$ cat src/rrsc_pkg.sv
// rrsc_pkg: types and constants shared by the redundant relay status checker
// no dependencies; imported by the request and config interfaces and every module of the block

package rrsc_pkg;

	// item kinds carried in req_type
	typedef enum logic [1:0] {
		REQ_WR_MAIN  = 2'd0,
		REQ_WR_STBY  = 2'd1,
		REQ_WR_ENTRY = 2'd2,
		REQ_CHECK    = 2'd3
	} req_kind_t;

	// configuration register indexes
	typedef enum logic [1:0] {
		CFG_LINK_A = 2'd0,
		CFG_LINK_B = 2'd1
	} cfg_reg_t;

	localparam int CFG_IDX_W  = 2;
	localparam int CFG_DATA_W = 1;

	localparam int BYTE_IDX_W = 6;
	localparam int CHAN_W     = 7;
	localparam int GROUP_W    = 2;

	localparam int DC_SPLIT_CHANNEL = 96;
	localparam int DC_LOW_BYTES     = 12;
	localparam int DC_HIGH_BYTES    = 4;
	localparam int DC_FLAG_BYTES    = DC_LOW_BYTES + DC_HIGH_BYTES;
	localparam int DC_IDX_W         = $clog2(DC_FLAG_BYTES);

	localparam int GROUP_STRIDE = 12;
	localparam int GROUP_OFFSET = 4;

	typedef struct packed {
		logic [CHAN_W-1:0] cch;
		logic              common;
		logic              unit;
	} entry_t;

	localparam entry_t ENTRY_RESET = '{cch: '0, common: 1'b1, unit: 1'b1};

	// dc detection: any nonzero byte in the low or the high range
	typedef struct packed {
		logic lo;
		logic hi;
	} dc_flags_t;

	// everything the vote needs for one check
	typedef struct packed {
		logic group0;
		logic unchecked;
		logic has_common;
		logic expect_on;
		logic m;
		logic s;
		logic mc;
		logic sc;
		logic main_dc;
		logic stby_dc;
		logic link_a;
		logic link_b;
	} chk_t;

endpackage

$ cat src/rrsc_vote.sv
// pass/fail decision for one dip: tmr or dmr vote for group 0,
// direct bit compare for the other groups; uses rrsc_pkg

module rrsc_vote import rrsc_pkg::*; (
	input  chk_t chk,
	output logic dip_ok
);

	logic tmr_dec;
	logic tmr_on;
	logic dmr_ok;

	always_comb begin
		tmr_dec = 1'b0;
		tmr_on  = 1'b0;
		if (chk.link_a && chk.link_b) begin
			if (chk.m == chk.s) begin
				tmr_dec = 1'b1;
				tmr_on  = chk.m;
			end else if (chk.mc == chk.sc) begin
				tmr_dec = 1'b1;
				tmr_on  = chk.mc;
			end else if (chk.m == chk.mc && chk.s == chk.sc) begin
				// dc-dc test: trust the side whose partner shows no dc
				if ((!chk.stby_dc && chk.m) || (!chk.main_dc && chk.s)) begin
					tmr_dec = 1'b1;
					tmr_on  = 1'b1;
				end
			end
		end else if (chk.link_a) begin
			tmr_dec = chk.m == chk.mc;
			tmr_on  = chk.m;
		end else if (chk.link_b) begin
			tmr_dec = chk.s == chk.sc;
			tmr_on  = chk.s;
		end
	end

	always_comb begin
		if (chk.link_a && chk.link_b)
			dmr_ok = (chk.m | chk.s) == chk.expect_on;
		else if (chk.link_a)
			dmr_ok = chk.m == chk.expect_on;
		else if (chk.link_b)
			dmr_ok = chk.s == chk.expect_on;
		else
			dmr_ok = 1'b0;
	end

	always_comb begin
		if (!chk.group0)
			dip_ok = chk.m == chk.expect_on;
		else if (chk.unchecked)
			dip_ok = 1'b1;
		else if (chk.has_common)
			dip_ok = tmr_dec && (tmr_on == chk.expect_on);
		else
			dip_ok = dmr_ok;
	end

endmodule

$ cat config.mk
export PLATFORM = sky130hd
export DESIGN_NAME = rrsc_vote
export DESIGN_NICKNAME = d
export VERILOG_FILES = /design/src/rrsc_pkg.sv /design/src/rrsc_vote.sv
export SDC_FILE = /design/constraint.sdc
export NUM_CORES = 1
export LEC_CHECK = 0
export BUFFER_PORTS_ARGS = -buffer_cell sky130_fd_sc_hd__buf_2
export CAP_MARGIN = 20
export CELL_PAD_IN_SITES_DETAIL_PLACEMENT = 1
export CELL_PAD_IN_SITES_GLOBAL_PLACEMENT = 2
export CORE_AREA = 4 4 41 43
export DETAILED_ROUTE_END_ITERATION = 7
export DIE_AREA = 0 0 45 47
export PLACE_DENSITY_LB_ADDON = 0.1
export SLEW_MARGIN = 15
export SYNTH_ARGS = -nofsm -noshare
export SYNTH_HDL_FRONTEND = slang
export SYNTH_SLANG_ARGS = --single-unit
$ cat constraint.sdc
create_clock -name vclk -period 6.1
set_input_delay 1.83 -clock vclk [all_inputs]
set_output_delay 1.83 -clock vclk [all_outputs]
set_load 0.005 [all_outputs]
==> results.sh <==
export IMPL_diodes=0
export IMPL_gr_total_overflow=0
export IMPL_dieArea_um2=2120
export IMPL_seq_area_frac_synth_pct=0
export IMPL_maxCapViolCount=0
export IMPL_syn_nets=50
export IMPL_die_w_um=45
export IMPL_drv_slew=0
export IMPL_synthTopCellsByCount="a21oi_1, inv_1, nor2_1, xnor2_1"
export IMPL_cp_end_kind="output pin"
export IMPL_port_buffers=13
export IMPL_nets=62
export IMPL_pin_count=13
export IMPL_leakagePower_uw=0.000134
export IMPL_clock_buffers=0
export IMPL_critPathKind="input port to output pin"
export IMPL_rsz0062_at_grt="false"
export IMPL_first_iter_violations=1
export IMPL_post_cts_repair_setup_buffers=0
export IMPL_core_um2=1300
export IMPL_area_delta_synth_final_pct=19.5
export IMPL_slew_limit_headroom_pct=83.0
export IMPL_synth_warning_count=0
export IMPL_num_vias=313
export IMPL_wl_per_cell_um=13.9
export IMPL_synth_top_area_cell="xnor2_1"
export IMPL_crit_path_frequent_cell="buf_2"
export IMPL_slowest_delay_ps=330
export IMPL_tightest_slew_ps=253
export IMPL_seqCellArea_um2=0
export IMPL_path_cells="buf_2 > inv_1 > ha_1 > nand2_1 > a32oi_1 > o31ai_2 > nor3b_1 > a2111oi_2 > buf_2"
export IMPL_yosysTopAreaCellShare_pct=9.50
export IMPL_cp_start_kind="input port"
export IMPL_antenna_left=0
export IMPL_synth_area_top_cells="xnor2_1, buf_6, o221ai_1"
export IMPL_worstPathRequired_ps=4270
export IMPL_setup_tns_ps=0
export IMPL_final_period_utilization_pct=87.5
export IMPL_fmax_ghz=0.187
export IMPL_rows=13
export IMPL_hold_path_class="input port to output pin"
export IMPL_postCtsResizedCells=0
export IMPL_viasPerCell=5.05
export IMPL_avgSynthCellArea_um2=7.47
export IMPL_finalNonFillerCells=62
export IMPL_critPathArrivalTime_ps=3510
export IMPL_syn_inst=37
export IMPL_vdd_drop_max_mv=0.0220
export IMPL_dr_pass1_iters=2
export IMPL_grt_start_max_net_pins=11
export IMPL_power_density_nw_per_um2=72.8
export IMPL_crit_fanout=9
export IMPL_gr_usage_all_layers_pct=9.21
export IMPL_final_hold_viol_count=0
export IMPL_antenna_found_initial=0
export IMPL_crit_path_top_delay_cell="ha_1"
export IMPL_seq_cell_count=0
export IMPL_dp_hpwl_um=762
export IMPL_die_y_um=47
export IMPL_start_util_pct=21.2
export IMPL_min_period_ps=5340
export IMPL_gp_congestion=0.685
export IMPL_synth_cell_area_um2=277
export IMPL_drc=0
export IMPL_drive_gt1_share_pct=36.2
export IMPL_place_inst=62
export IMPL_status="finished, final reports clean"
export IMPL_grt_first_pass_wirelength_um=1550
export IMPL_ys_types=25
export IMPL_finalSetupViolCount=0
export IMPL_grt_pass1_vias=349
export IMPL_cts_hold_buffers=0
export IMPL_wl_um=860
==> kinds of logic after synthesis <==
logic type,after synthesis,share of synthesized area (%)
AOI/OAI and AO/OA,13,37.6
xor gates and xnor gates,3,9.50
adders and majority gates,1,4.52
buffers and inverters,6,14.9
and+or+nand+nor,14,33.5
==> worst paths after layout <==
check	startpoint	to	slack [ps]	cells after the start
setup / recovery	chk[7]	dip_ok	760	9
hold / removal	chk[8]	dip_ok	4020	3
==> cell usage in the layout, fill, tap and decap left out <==
cell / instances
buf_2: 13
inv_1: 3
xnor2_1: 3
nor2_1: 3
a21oi_1: 3
o221ai_1: 2
nor3b_1: 2
o22ai_1: 2
nand3_1: 1
nor2b_4: 1
nor2b_1: 1
o31ai_1: 1
a311o_1: 1
nand2b_1: 1
nor3b_2: 1
or2b_1: 1
nand2_1: 1
a32oi_1: 1
o31ai_2: 1
nor3_1: 1
o21ai_0: 1
nand4_1: 1
a2111oi_2: 1
ha_1: 1
==> per-stage QoR <==
stage	cell area (um2)	worst slack (ps)	hold slack [ps]	util, %	total power (uW)
floorplan	277	1160	3700	-	16.6
global placement	330	811	4010	25.4	23.3
detailed placement	330	753	4030	25.4	24.2
CTS	330	750	4030	25.4	24.3
global route	330	616	4060	25.4	26.9
finish	330	761	4020	25.4	24.0
==> final cells by class <==
cell class,instances,area (um2)
fill,182,971
inverter,3,11.3
multi-input combinational,31,235
tap,15,18.8
timing repair buffer,13,65.1
==> report_power, final <==
group	internal, uW	leakage (uW)	switching [uW]
combinational	11.4	0.000134	12.7
clock	0	0	0
sequential	0	0	0
==> layer usage <==
metal,up-vias,track usage (%),share of wire [%]
met5,-,0,0
met4,0,0,0
met3,0,0.766,5.5
met2,7,18.4,51
met1,145,11.2,43
li1,161,-,-
==> critical path: cells and delay by family <==
kind	cells	cell delay [ps]
fa+ha+maj	1	330
buf+inv	3	430
simple gates	2	230
compound gates	3	690
Power figures use the tool's default switching activity.
